--- src/rtl/fbsm_pkg.sv ---
`default_nettype none

package fbsm_pkg;

  typedef enum logic [2:0] {
    OP_START   = 3'd0,
    OP_ACQUIRE = 3'd1,
    OP_RELEASE = 3'd2,
    OP_LINE    = 3'd3,
    OP_RELOAD  = 3'd4
  } op_t;

  // Code 3 is unused and is never written.
  typedef enum logic [1:0] {
    ST_DRAW  = 2'd0,
    ST_READY = 2'd1,
    ST_SHOWN = 2'd2
  } bstate_t;

  typedef struct packed {
    logic [1:0] result_index;
    logic       found;
    logic       program_layers;
    logic       reload_immediate;
  } res_t;

endpackage

`default_nettype wire

--- src/rtl/fbsm_bank.sv ---
`default_nettype none

module fbsm_bank #(
  parameter int NUM_BUFFERS = 4
) (
  input  logic             clk,
  input  logic             rst_n,
  input  logic             go,
  input  fbsm_pkg::op_t    op,
  input  logic [1:0]       bidx,
  output fbsm_pkg::res_t   res
);
  import fbsm_pkg::*;

  localparam int IDX_W = (NUM_BUFFERS > 1) ? $clog2(NUM_BUFFERS) : 1;

  bstate_t st_r   [NUM_BUFFERS];
  bstate_t st_nxt [NUM_BUFFERS];

  logic [IDX_W-1:0] draw_hit, ready_hit, live_hit;
  logic             draw_any, ready_any, live_any;
  logic             bidx_ok;

  function automatic logic [1:0] to_res(input logic [IDX_W-1:0] h);
    logic [IDX_W+1:0] e;
    e = {2'b00, h};
    return e[1:0];
  endfunction

  assign bidx_ok = (32'(bidx) < NUM_BUFFERS);

  // Priority encoders: scan downward so the lowest match wins.
  always_comb begin
    draw_hit  = '0;
    ready_hit = '0;
    live_hit  = '0;
    draw_any  = 1'b0;
    ready_any = 1'b0;
    live_any  = 1'b0;
    for (int i = NUM_BUFFERS - 1; i >= 0; i--) begin
      if (st_r[i] == ST_DRAW) begin
        draw_hit = IDX_W'(i);
        draw_any = 1'b1;
      end
      if (st_r[i] == ST_READY) begin
        ready_hit = IDX_W'(i);
        ready_any = 1'b1;
      end
      if (st_r[i] == ST_READY || st_r[i] == ST_SHOWN) begin
        live_hit = IDX_W'(i);
        live_any = 1'b1;
      end
    end
  end

  always_comb begin
    st_nxt = st_r;
    res    = '0;
    unique case (op)
      OP_START: begin
        for (int i = 0; i < NUM_BUFFERS; i++) begin
          st_nxt[i] = (live_any && IDX_W'(i) == live_hit) ? ST_SHOWN : ST_DRAW;
        end
        res.result_index     = live_any ? to_res(live_hit) : 2'd0;
        res.found            = 1'b1;
        res.program_layers   = 1'b1;
        res.reload_immediate = 1'b1;
      end
      OP_ACQUIRE: begin
        if (draw_any) begin
          res.result_index = to_res(draw_hit);
          res.found        = 1'b1;
        end
      end
      OP_RELEASE: begin
        for (int i = 0; i < NUM_BUFFERS; i++) begin
          if (bidx_ok && 32'(bidx) == i) st_nxt[i] = ST_READY;
        end
      end
      OP_LINE: begin
        if (ready_any) begin
          res.result_index   = to_res(ready_hit);
          res.found          = 1'b1;
          res.program_layers = 1'b1;
        end
      end
      OP_RELOAD: begin
        if (ready_any) begin
          for (int i = 0; i < NUM_BUFFERS; i++) begin
            if (IDX_W'(i) == ready_hit) st_nxt[i] = ST_SHOWN;
            else if (st_r[i] == ST_SHOWN) st_nxt[i] = ST_DRAW;
          end
          res.result_index = to_res(ready_hit);
          res.found        = 1'b1;
        end
      end
      default: begin
      end
    endcase
  end

  always_ff @(posedge clk) begin
    if (!rst_n) begin
      for (int i = 0; i < NUM_BUFFERS; i++) st_r[i] <= ST_DRAW;
    end else if (go) begin
      st_r <= st_nxt;
    end
  end

endmodule

`default_nettype wire

--- src/rtl/frame_buffer_swap_manager_top.sv ---
// Frame buffer swap manager: tracks draw / ready / displaying state for
// NUM_BUFFERS buffers and answers start, acquire, release, line and reload
// operations with exactly one result each. An operation is captured in an
// input register, evaluated combinationally against the buffer states and
// written to a result register, from which it is presented on the outputs;
// a stalled result side holds an operation in the input register. One
// operation can be taken every cycle while the result side is not stalled;
// the limit is the single read-modify-write of the buffer state table per
// cycle. Result indexes are reported on 2 bits.
`default_nettype none

module frame_buffer_swap_manager_top #(
  parameter int NUM_BUFFERS = 4
) (
  input  logic       clk,
  input  logic       rst_n,
  input  logic       in_valid,
  output logic       in_stall,
  input  logic [2:0] in_opcode,
  input  logic [1:0] in_buffer_index,
  output logic       out_valid,
  input  logic       out_stall,
  output logic [1:0] out_result_index,
  output logic       out_found,
  output logic       out_program_layers,
  output logic       out_reload_immediate
);
  import fbsm_pkg::*;

  logic       s1_valid_r;
  op_t        s1_op_r;
  logic [1:0] s1_bidx_r;
  logic       out_valid_r;
  res_t       out_r;
  res_t       res;
  logic       advance;
  logic       go;

  // Result register can load when empty or being drained this cycle.
  assign advance  = !out_valid_r || !out_stall;
  assign in_stall = s1_valid_r && !advance;
  assign go       = s1_valid_r && advance;

  always_ff @(posedge clk) begin
    if (!rst_n) begin
      s1_valid_r <= 1'b0;
    end else if (!in_stall) begin
      s1_valid_r <= in_valid;
    end
  end

  always_ff @(posedge clk) begin
    if (!in_stall) begin
      s1_op_r   <= op_t'(in_opcode);
      s1_bidx_r <= in_buffer_index;
    end
  end

  fbsm_bank #(
    .NUM_BUFFERS(NUM_BUFFERS)
  ) u_bank (
    .clk   (clk),
    .rst_n (rst_n),
    .go    (go),
    .op    (s1_op_r),
    .bidx  (s1_bidx_r),
    .res   (res)
  );

  always_ff @(posedge clk) begin
    if (!rst_n) begin
      out_valid_r <= 1'b0;
    end else if (advance) begin
      out_valid_r <= s1_valid_r;
    end
  end

  always_ff @(posedge clk) begin
    if (go) out_r <= res;
  end

  assign out_valid            = out_valid_r;
  assign out_result_index     = out_r.result_index;
  assign out_found            = out_r.found;
  assign out_program_layers   = out_r.program_layers;
  assign out_reload_immediate = out_r.reload_immediate;

endmodule

`default_nettype wire

--- config.mk ---
export PLATFORM = sky130hd
export DESIGN_NAME = frame_buffer_swap_manager_top
export DESIGN_NICKNAME = d
export VERILOG_FILES = /design/src/rtl/fbsm_pkg.sv /design/src/rtl/fbsm_bank.sv /design/src/rtl/frame_buffer_swap_manager_top.sv
export SDC_FILE = /design/constraint.sdc
export NUM_CORES = 1
export LEC_CHECK = 0
export ABC_CLOCK_PERIOD_IN_PS = 2900
export BUFFER_PORTS_ARGS = -buffer_cell sky130_fd_sc_hd__buf_4
export CELL_PAD_IN_SITES_DETAIL_PLACEMENT = 0
export CELL_PAD_IN_SITES_GLOBAL_PLACEMENT = 1
export CORE_MARGIN = 2
export CORE_UTILIZATION = 47
export DETAILED_ROUTE_END_ITERATION = 16
export PLACE_DENSITY_LB_ADDON = 0.1
export SYNTH_ARGS = -nofsm -noshare
export SYNTH_HDL_FRONTEND = slang
export SYNTH_SLANG_ARGS = --single-unit
--- constraint.sdc ---
create_clock -name clk -period 2.9 [get_ports clk]
set_clock_uncertainty 0.05 [all_clocks]
set_input_delay 0.29 -clock clk [delete_from_list [all_inputs] [get_ports clk]]
set_output_delay 0.29 -clock clk [all_outputs]
set_load 0.1 [all_outputs]
# --- Word-level counts from Yosys, hierarchy flattened ---
# Cells that the tools add are included.
word_totals:
  register_bits: 20
  latch_bits: 0
  mem_bits_rw: 0
  mem_bits_ro: 0
  out_inout_bits: 7
  memories: 0
op_classes:
  addsub: 0
  multipliers: 0
  n_div: 0
  order_cmp: 0
  eq_ne: 30
  n_shift: 0
  n_mux: 49
  n_bitwise: 0
  reduce_logical: 27
ops:
  columns: ["cell", "n"]
  rows:
  - ["2-to-1 mux 2 bit", 29]
  - ["one-hot mux 8 bit (3 select lines)", 1]
  - ["AND reduction 5 bit", 4]
  - ["zero test 2 bit", 7]
  - ["2-to-1 mux 1 bit", 13]
  - ["== test 2 bit, second input constant", 6]
  - ["inequality test 3 x 1 -> 1 bit, second input constant", 4]
  - ["one-hot mux 3 bit (4 select lines)", 1]
  - ["== test 2 x 1 -> 1 bit, second input constant", 5]
  - ["inequality test 2 x 1 -> 1 bit, second input constant", 5]
  - ["== test 2 bit, first input constant", 4]
  - ["2-to-1 mux 8 bit", 1]
  - ["== test 3 x 2 -> 1 bit, second input constant", 2]
  - ["logical AND 1 bit", 6]
  - ["2-to-1 mux 3 bit", 2]
  - ["logical OR 1 bit", 5]
  - ["== test 1 x 2 -> 1 bit, first input constant", 2]
  - ["2-to-1 mux 4 bit", 1]
  - ["== test 3 x 1 -> 1 bit, second input constant", 1]
  - ["== test 3 bit, second input constant", 1]
  - ["zero test 1 bit", 3]
  - ["zero test 3 bit", 1]
  - ["nonzero test 3 bit", 1]
  - ["one-hot mux 1 bit (2 select lines)", 1]

# --- Depth between registers and ports, before layout ---
# Gate-level depths: netlist of run 1.
logic_depth:
  depth_word: 10
  depth_mapped: 7
  depth_no_buf: 7

# --- By module ---
# Synthesis of run 1 repeated with hierarchy kept, for this count alone.
unflattened:
  cells_unflattened: 136
  area_unflattened_um2: 1265.0
modules_own_cells:
  columns: ["mod", "instances", "cells_per_inst", "area_per_inst_um2", "seq_area_each_um2"]
  rows:
  - ["fbsm_bank", 1, 118, 884.6, 160.2]
  - ["frame_buffer_swap_manager_top", 1, 18, 380.4, 340.3]

# --- Worst setup path after synthesis of run 1 ---
# OpenSTA, ideal clock, no wires.
synth_timing:
  kind: "register to output"
  start: "reg out_valid_r, in the netlist out_valid"
  end: "out in_stall"
  t_arrival_ns: 2.052
  required_time_ns: 2.560
  setup_slack_ns: 0.508
  stages_incl_launch_ff: 3
  path_buffers: 0
  cell_sequence: "dfxtp_1 nand3_1 inv_1"
synth_via:
  elab_chain_cells: 4
synth_rtl:
  columns: ["element", "line_no", "source"]
  rows:
  - ["start: declaration", "frame_buffer_swap_manager_top.sv:33", "logic out_valid_r;"]
  - ["start signal: assignment", "frame_buffer_swap_manager_top.sv:74", "out_valid_r <= s1_valid_r;"]
  - ["zero test 1 bit", "frame_buffer_swap_manager_top.sv:40", "assign advance = !out_valid_r || !out_stall;"]
  - ["logical OR 1 bit", "frame_buffer_swap_manager_top.sv:40", null]
  - ["zero test 1 bit", "frame_buffer_swap_manager_top.sv:41", "assign in_stall = s1_valid_r && !advance;"]
  - ["logical AND 1 bit", "frame_buffer_swap_manager_top.sv:41", null]
  - ["end: declaration", "frame_buffer_swap_manager_top.sv:18", "output logic in_stall,"]
# Every way passes these cells.

# --- Worst setup path after layout of run 1 ---
layout_timing:
  start: "reg u_bank.st_r[5] (netlist name)"
  end: "reg u_bank.st_r[7] (netlist name)"
layout_via:
  elab_chain_cells: 8
  word_cells_on_any_way: 21
  classes_between: "eq/ne: 4; mux: 12; reduce/logical: 5"
layout_rtl:
  columns: ["element", "line_no", "source"]
  rows:
  - ["start: declaration", "fbsm_bank.sv:17", "bstate_t st_r [NUM_BUFFERS];"]
  - ["start signal: assignment", "fbsm_bank.sv:106", "st_r <= st_nxt;"]
  - ["== test 2 x 1 -> 1 bit or == test 2 bit (tied branches)", "fbsm_bank.sv:45, fbsm_bank.sv:49", null]
  - ["logical OR 1 bit", "fbsm_bank.sv:49", "if (st_r[i] == ST_READY || st_r[i] == ST_SHOWN) begin"]
  - ["2-to-1 mux 2 bit (2 in a row)", "fbsm_bank.sv:49", null]
  - ["zero test 2 bit", "fbsm_bank.sv:62", "st_nxt[i] = (live_any && IDX_W'(i) == live_hit) ? ST_SHOWN : ST_DRAW;"]
  - ["logical AND 1 bit", "fbsm_bank.sv:62", null]
  - ["2-to-1 mux 2 bit", "fbsm_bank.sv:62", null]
  - ["one-hot mux 8 bit (3 select lines)", "fbsm_bank.sv:59", "unique case (op)"]
# Parallel ways exist; a longest one is shown, timed or not. The select of a mux whose other input is x is not followed.
# A chain may end at the register's enable or synchronous reset.

==> results of run 1 <==
-- critical path: stages, from the launching register on --
cell      delay, ns
dfxtp_1        0.38
inv_1          0.08
ha_1           0.28
or4_4          0.58
o211ai_4       0.31
nor3_1         0.16
nand3_1        0.10
o21ai_1        0.06
-- cells in the final DEF (no fill, tap or decap), types with 2 or more instances in the layout --
cell and instances:
ha_1 12, o21ai_0 7, o21ai_1 4, dfxtp_1 10, o311a_1 2, edfxtp_1 10
clkbuf_4 3, inv_1 13, a211oi_1 2, o21a_1 2, a31oi_1 3, a21oi_1 8
nand3_1 5, o31ai_1 2, nor3_1 4, nor2_1 9, a211oi_2 2, nor2b_1 4
nand2_1 6, nand2b_1 4, buf_4 15
-- area by class of cell --
cell class                      count  area (µm²)  share of cell area
Clock buffer                        3        22.5              0.0155
Clock inverter                      1        30.0              0.0206
Inverter                           13        48.8              0.0335
Multi-Input combinational cell     96         703               0.483
Sequential cell                    20         500               0.344
Tap cell                           30        37.5              0.0258
Timing Repair Buffer               15         113              0.0774
-- path summary, 6_finish.rpt --
path	startpoint	endpoint	slack (ns)	depth (start not counted)
min reg2reg	u_bank.st_r[7]	u_bank.st_r[7]	0.43	2
max reg2reg	u_bank.st_r[5]	u_bank.st_r[7]	0.76	7
min	in_buffer_index[0]	s1_bidx_r[0]	0.11	1
max	u_bank.st_r[5]	u_bank.st_r[7]	0.76	7
-- Yosys cell counts, types with 2 or more instances --
cell,n,area (µm²)
buf_2,3,15.0
o311a_1,2,20.0
nor2_1,9,33.8
a31oi_1,3,18.8
nor2b_1,4,25.0
nand2_1,6,22.5
ha_1,12,150
edfxtp_1,10,300
o21a_1,2,15.0
inv_1,13,48.8
nand2b_1,4,25.0
nor3_1,4,20.0
a211oi_2,2,25.0
o21ai_1,4,20.0
a211oi_1,2,15.0
o21ai_0,7,35.0
a21oi_1,8,40.0
dfxtp_1,10,200
o31ai_1,2,15.0
nand3_1,5,25.0
-- logic make-up after synthesis --
family / Yosys count / synth area share
AOI/OAI and AO/OA: 41 / 0.236
xor gates and xnor gates: 1 / 0.00685
adders and majority gates: 12 / 0.117
buffers and inverters: 18 / 0.0587
DFF: 20 / 0.391
muxes: 1 / 0.00783
and+or+nand+nor: 41 / 0.182
-- state kept, by name (all words and copies together) (netlist names) --
| name | flops |
|---|---|
| out_program_layers | 1 |
| s1_valid_r | 1 |
| out_reload_immediate | 1 |
| out_result_index | 2 |
| s1_op_r | 3 |
| out_valid | 1 |
| out_found | 1 |
| s1_bidx_r | 2 |
| u_bank.st_r | 8 |
-- report_power, final --
part	internal [mW]	switching (mW)	leakage, nW
Combinational	0.0283	0.0587	0.345
Sequential	0.307	0.0124	0.182
Clock	0.140	0.0920	0.0279
-- metrics by stage --
| stage | utilization | setup WS (ns) |
|---|---|---|
| after floorplan | - | 0.508 |
| after global placement | 0.556 | 0.855 |
| after detailed placement | 0.556 | 0.803 |
| after CTS | 0.577 | 0.765 |
| after global routing | 0.577 | 0.613 |
| final | 0.577 | 0.757 |
-- per-layer routing --
layer,vias up,global-route usage,share of wire
li1,519,-,-
met2,24,0.309,0.47
met4,0,0.0510,0.0052
met1,492,0.248,0.49
met5,-,0,0
met3,2,0.0279,0.035
==> run summary, run 1 <==
Cell variety after synth -> 42
share of layout cells above drive strength 1 -> 0.182
Final Hold Viols -> 0
RSZ-0062 raised after global routing -> false
post-route insts no fill -> 178
ys async rst share -> 0
Die X -> 56.2 µm
Mean Syn Cell Area -> 9.54 µm²
number of global-route vias before repair -> 994
maximum vdd drop -> 0.000316 V
final instance area -> 0.00146 mm²
NumNets Final -> 170
worst-margin pin slew -> 0.738 ns
cell area power density -> 439 mW/mm²
Final Hold Slack -> 0.108 ns
worst skew pair latency -> 0.31 ns
Layout area overhead -> 13.8%
worst min path class -> input port to flip-flop
Ant. Diodes -> 0
Filler Cell Count -> 231
relative slew slack -> 0.507
DR vias -> 1037
Post-synth EDFFs -> 10
Static Leak -> 0.554 nW
sequential area share after synthesis -> 0.391
die height -> 56.2 µm
final setup vio count -> 0
antenna-violating nets left -> 0
Post-Route Setup TNS -> 0 ns
Port Buffers -> 15
CTS Hold Bufs -> 0
Placement Cell Area -> 0.00140 mm²
Critical Path RT -> 3.04 ns
yosys warns -> 0
synthesized cell area -> 0.00128 mm²
Post-CTS Setup Bufs -> 0
H-tree Lvls -> 1
CTS tree -> built
Root Buffer -> clkbuf_4
Final Cycle Share -> 0.739
Worst setup SP type -> flip-flop
fmax -> 467 MHz
Num CTS Buffers -> 3
first-pass GRT wire length -> 4620 µm
WL per Instance -> 15.0 µm
All-Layer GR Usage -> 0.185
io pins -> 16
clock buffer depth -> 2
row count -> 18
initial antenna violation count -> 0
Setup crit end kind -> flip-flop
clock sink count -> 20
#FFs+latches synth -> 20
Max FO, Critical Path -> 8
Max Slew Vio Count -> 0
core area -> 0.00252 mm²
CP arrival -> 2.28 ns
WS Path Type -> flip-flop to flip-flop
post-CTS sizing -> 0
initial core utilization -> 0.507
status -> complete, no violations
total wire length -> 2680 µm
max-cap viol count -> 0
post-DP HPWL -> 2070 µm
Tot Pwr -> 638 µW
CTS clk-pin slew, worst paths -> 0.13 ns
global route overflow -> 0
Min Clock Period, post-route -> 2.14 ns
placed insts -> 174
vias per cell -> 5.83
# DRC -> 0
Pre-antenna DRT Iters -> 4
GP Congestion -> 0.869
dominant synthesized flop cell -> edfxtp_1
Synthesized Nets -> 155
Iter 0 DRT Violations -> 34
die area -> 0.00315 mm²
cell count after synthesis -> 134
largest net degree at the start of global routing -> 14
No activity file was read; power rests on OpenSTA's default activity.
==> inputs of run 2 (changes only) <==
- ABC_CLOCK_PERIOD_IN_PS: 2900 -> 1900
- CORE_UTILIZATION: 47 -> 39
- clock period: 2.9 -> 1.9 ns (I/O delays scaled with it)
==> run 2 against run 1 <==
Die area is 19% higher. Clock-buffer cell count unchanged. Sequential power grew 50%. Cell count rose by 21%. Sequential share of layout area decreased by 5.2 points. Core utilization down 1.2 points. Via count is 8.5% higher. Fmax rose by 14%. Worst setup slack got worse by 0.74 ns. First-iteration DRC count increased by 2.9%. Register-to-register slack worse by 0.74 ns. Worst hold slack lost 0.054 ns. Largest cell class unchanged.
==> run summary, run 2 (same netlist as run 1, synthesis figures left out) <==
Static Leak -> 0.669 nW
Die X -> 61.3 µm
Ant. Diodes -> 0
All-Layer GR Usage -> 0.176
largest net degree at the start of global routing -> 13
CTS clk-pin slew, worst paths -> 0.13 ns
number of global-route vias before repair -> 1040
Final Util -> 0.565
fmax -> 531 MHz
maximum vdd drop -> 0.000357 V
antenna-violating nets left -> 0
crit-path max cell delay -> 0.55 ns
first-pass GRT wire length -> 4740 µm
Min-Delay Startpoint -> in_valid
Worst setup SP type -> flip-flop
Crit-path slowest cell -> or4_4
Placement Cell Area -> 0.00152 mm²
total wire length -> 3000 µm
flip-flop count of the largest register after layout -> 8
final instance area -> 0.00174 mm²
clock buffer depth -> 2
Root Buffer -> clkbuf_4
final setup vio count -> 0
Min Clock Period, post-route -> 1.88 ns
clock sink count -> 20
r2r startpoint -> u_bank.st_r[5]
DR vias -> 1125
Largest Register -> u_bank.st_r
initial antenna violation count -> 0
Critical Path RT -> 2.06 ns
CTS tree -> built
post-route insts no fill -> 215
Reg2Reg Capture Point -> u_bank.st_r[3]
GP Congestion -> 0.849
WS Path Type -> flip-flop to flip-flop
row count -> 20
Setup crit end kind -> flip-flop
# DRC -> 0
biggest regs -> u_bank.st_r x8, s1_op_r x3
placed insts -> 201
Final Hold Viols -> 0
die height -> 61.3 µm
vias per cell -> 5.23
CP Buf/Inv Count -> 2
die area -> 0.00375 mm²
Iter 0 DRT Violations -> 35
relative slew slack -> 0.664
Max Slew Vio Count -> 0
Hold Path End -> s1_valid_r
core area -> 0.00308 mm²
worst-path cell chain -> inv_2 > ha_4 > or4_4 > o211ai_4 > buf_12 > a211oi_2 > o21ai_1 > a31oi_1
commonest cells after routing, fill and taps aside -> buf_4 (32), inv_1 (10), edfxtp_1 (10), nor2_1 (9), ha_1 (9)
initial core utilization -> 0.415
worst min path class -> input port to flip-flop
Port Buffers -> 15
Post-Route Setup TNS -> 0 ns
post-DP HPWL -> 2190 µm
worst skew pair latency -> 0.31 ns
Max FO, Critical Path -> 8
CP delay by family, top -> simple AND/OR/NAND/NOR gates
Worst Reg-to-Reg Cells -> 8
NumNets Final -> 193
io pins -> 16
cell area power density -> 581 mW/mm²
commonest non-fill, non-tap cell in the layout -> buf_4
CP arrival -> 2.04 ns
Final Cycle Share -> 0.991
WL per Instance -> 14.0 µm
status -> complete, no violations
Hold Crit Depth -> 2
global route overflow -> 0
max-cap viol count -> 0
share of layout cells above drive strength 1 -> 0.357
H-tree Lvls -> 1
Reg2Reg Setup Slack -> 0.02 ns
worst-margin pin slew -> 0.504 ns
Num CTS Buffers -> 3
RSZ-0062 raised after global routing -> true
Layout area overhead -> 35.9%
Pre-antenna DRT Iters -> 4
run 2: final cells by class:
cell class / instances / area [µm²]
clock buffer: 3 / 22.5
clock inverter: 1 / 30.0
fill: 288 / 1340
inverter: 13 / 52.6
multi-input combinational: 96 / 759
sequential: 20 / 508
tap: 44 / 55.1
timing repair buffer: 38 / 310
run 2: repair_timing:
action,4_1_cts,5_1_grt
hold buffers,5,0
buffers inserted,3,2
setup endpoints to repair,6,9
endpoints found under the hold margin,5,0
pin swaps,2,3
resized for setup,10,7
run 2: power breakdown:
group | internal, mW | switching, mW | leakage, nW
Combinational | 0.0625 | 0.106 | 0.456
Clock | 0.213 | 0.149 | 0.0279
Sequential | 0.469 | 0.0113 | 0.185
Total | 0.745 | 0.266 | 0.669
run 2: worst reg2reg max path, cell delays in order (launching register included):
cell and delay [ns]:
dfxtp_2 0.35, inv_2 0.05, ha_4 0.16, or4_4 0.55, o211ai_4 0.20, buf_12 0.15, a211oi_2 0.06, o21ai_1 0.15
a31oi_1 0.05
run 2: layer usage:
| layer | global-route usage | share of wire | vias up |
|---|---|---|---|
| met4 | 0.0839 | 0.014 | 0 |
| met3 | 0.0189 | 0.026 | 6 |
| met5 | 0 | 0 | - |
| met1 | 0.237 | 0.46 | 534 |
| li1 | - | - | 560 |
| met2 | 0.284 | 0.49 | 25 |
run 2: how the worst max path moves through the flow:
stage / start / endpoint / slack [ns] / depth (start not counted)
2_1_floorplan: out_valid / u_bank.st_r[4] / 0.02 / 5
3_3_place_gp: u_bank.st_r[3] / u_bank.st_r[7] / 0.02 / 7
3_5_place_dp: u_bank.st_r[3] / u_bank.st_r[6] / -0.02 / 7
4_1_cts: u_bank.st_r[1] / u_bank.st_r[4] / 0.006 / 8
5_1_grt: u_bank.st_r[5] / u_bank.st_r[4] / -0.06 / 8
6_report: u_bank.st_r[5] / u_bank.st_r[3] / 0.02 / 8
run 2: through the flow:
step	power, mW	hold WS (ns)	worst slack [ns]
2_1_floorplan	0.595	0.239	0.0229
3_3_place_gp	0.639	0.319	0.0171
3_5_place_dp	0.641	0.320	-0.0203
4_1_cts	1.02	0.0446	0.00591
5_1_grt	1.04	0.0458	-0.0582
6_report	1.01	0.0545	0.0175
==> inputs of run 3 (changes only) <==
- ABC_CLOCK_PERIOD_IN_PS: 1900 -> 2300
- CORE_UTILIZATION: 39 -> 47
- clock period: 1.9 -> 2.3 ns (I/O delays scaled with it)
==> run 3 against run 2 <==
Worst hold slack worse by 0.012 ns. Highest routed layer unchanged. Non-clock buffer count decreased by 19. Sequential power decreased by 18%. Die area decreased by 16%. Cell count fell by 15%. First-iteration DRC count is 14% higher. Combinational power is 27% lower. Wire length decreased by 11%. Total power shrank 20%.
==> run summary, run 3 (same netlist as run 1, synthesis figures left out) <==
Place WS -> 0.239 ns
RSZ-0062 raised after global routing -> false
r2r startpoint -> u_bank.st_r[5]
Worst setup SP type -> flip-flop
post-route insts no fill -> 182
NumNets Final -> 174
Port Buffers -> 15
core area -> 0.00252 mm²
first-pass GRT wire length -> 4480 µm
Die X -> 56.2 µm
Layout area overhead -> 16.4%
DR vias -> 1064
CTS tree -> built
Hold Path End -> s1_op_r[1]
post-DP HPWL -> 2070 µm
cell area power density -> 545 mW/mm²
Static Leak -> 0.564 nW
row count -> 18
CTS Hold Bufs -> 0
placed insts -> 178
Num CTS Buffers -> 3
max-cap viol count -> 0
Final Hold Viols -> 0
# DRC -> 0
All-Layer GR Usage -> 0.183
worst min path class -> input port to flip-flop
worst-margin pin slew -> 0.430 ns
clock sink count -> 20
Largest Register -> u_bank.st_r
die height -> 56.2 µm
Min Clock Period, post-route -> 2.08 ns
io pins -> 16
share of layout cells above drive strength 1 -> 0.211
total wire length -> 2670 µm
worst skew pair latency -> 0.31 ns
status -> complete, no violations
Reg2Reg Capture Point -> u_bank.st_r[6]
largest net degree at the start of global routing -> 13
antenna-violating nets left -> 0
vias per cell -> 5.85
Worst Reg-to-Reg Cells -> 7
WL per Instance -> 14.7 µm
Min-Delay Startpoint -> in_opcode[1]
GP Congestion -> 0.888
biggest regs -> u_bank.st_r x8, s1_op_r x3
post-CTS sizing -> 0
flip-flop count of the largest register after layout -> 8
Post-CTS Setup Bufs -> 0
Max Slew Vio Count -> 0
final setup vio count -> 0
Post-Route Setup TNS -> 0 ns
global route overflow -> 0
number of global-route vias before repair -> 989
Reg2Reg Setup Slack -> 0.22 ns
clock buffer depth -> 2
Max FO, Critical Path -> 8
Critical Path RT -> 2.45 ns
Setup crit end kind -> flip-flop
Hold Crit Depth -> 1
Tot Pwr -> 811 µW
commonest cells after routing, fill and taps aside -> buf_4 (19), inv_1 (12), ha_1 (12), edfxtp_1 (10), dfxtp_1 (10)
initial core utilization -> 0.507
CP arrival -> 2.23 ns
Final Cycle Share -> 0.904
fmax -> 481 MHz
Pre-antenna DRT Iters -> 4
initial antenna violation count -> 0
Root Buffer -> clkbuf_4
Ant. Diodes -> 0
commonest non-fill, non-tap cell in the layout -> buf_4
WS Path Type -> flip-flop to flip-flop
H-tree Lvls -> 1
final setup margin -> 0.221 ns
die area -> 0.00315 mm²
maximum vdd drop -> 0.000432 V
CTS clk-pin slew, worst paths -> 0.12 ns
Iter 0 DRT Violations -> 40
relative slew slack -> 0.713
Filler Cell Count -> 226
==> run 3: changes by cell type in the layout (fill, tap and decap cells not counted), sizes merged <==
cell and change:
dlygate4sd3 -5, buf -14
==> run 3: area by class of cell <==
type                            instances  area (µm²)  share of cell area
Sequential cell                        20         500               0.336
Timing Repair Buffer                   19         143              0.0958
Multi-Input combinational cell         96         703               0.472
Tap cell                               30        37.5              0.0252
Clock buffer                            3        22.5              0.0151
Clock inverter                          1        30.0              0.0202
Inverter                               13        52.6              0.0353
==> run 3: report_power, final <==
part	switching (mW)	total, mW	internal [mW]
combinational	0.0821	0.123	0.0408
sequential	0.00863	0.396	0.387
clock	0.116	0.293	0.176
==> run 3: critical path: stages, from the launching register on <==
cell	delay, ns
dfxtp_1	0.37
inv_1	0.07
ha_1	0.28
or4_4	0.58
o211ai_4	0.29
nor3_1	0.16
nand3_1	0.10
o21ai_1	0.06
==> run 3: worst max-delay path by stage <==
stage                         startpoint        endpoint  slack [ns]  cells past startpoint
after detailed placement  u_bank.st_r[5]  u_bank.st_r[6]        0.24                      7
final                     u_bank.st_r[5]  u_bank.st_r[6]        0.22                      7
after global placement    u_bank.st_r[5]  u_bank.st_r[7]        0.28                      7
after CTS                 u_bank.st_r[5]  u_bank.st_r[6]        0.22                      7
after global routing      u_bank.st_r[5]  u_bank.st_r[4]        0.09                      7
after floorplan                out_valid        in_stall        0.13                      2
==> run 3: metrics by stage <==
step | hold WS (ns) | util | instance area [µm²]
6_report | 0.0423 | 0.590 | 1490
4_1_cts | 0.0330 | 0.590 | 1490
3_3_place_gp | 0.359 | 0.569 | 1440
3_5_place_dp | 0.360 | 0.569 | 1440
2_1_floorplan | 0.279 | - | 1280
5_1_grt | 0.0222 | 0.590 | 1490
==> run 3: metal layers <==
layer	vias up	wire [µm]	share of wire	track usage
met5	-	0	0	0
met2	35	1280	0.48	0.299
li1	520	-	-	-
met4	0	55	0.021	0.0850
met1	503	1200	0.45	0.235
met3	6	133	0.050	0.0279
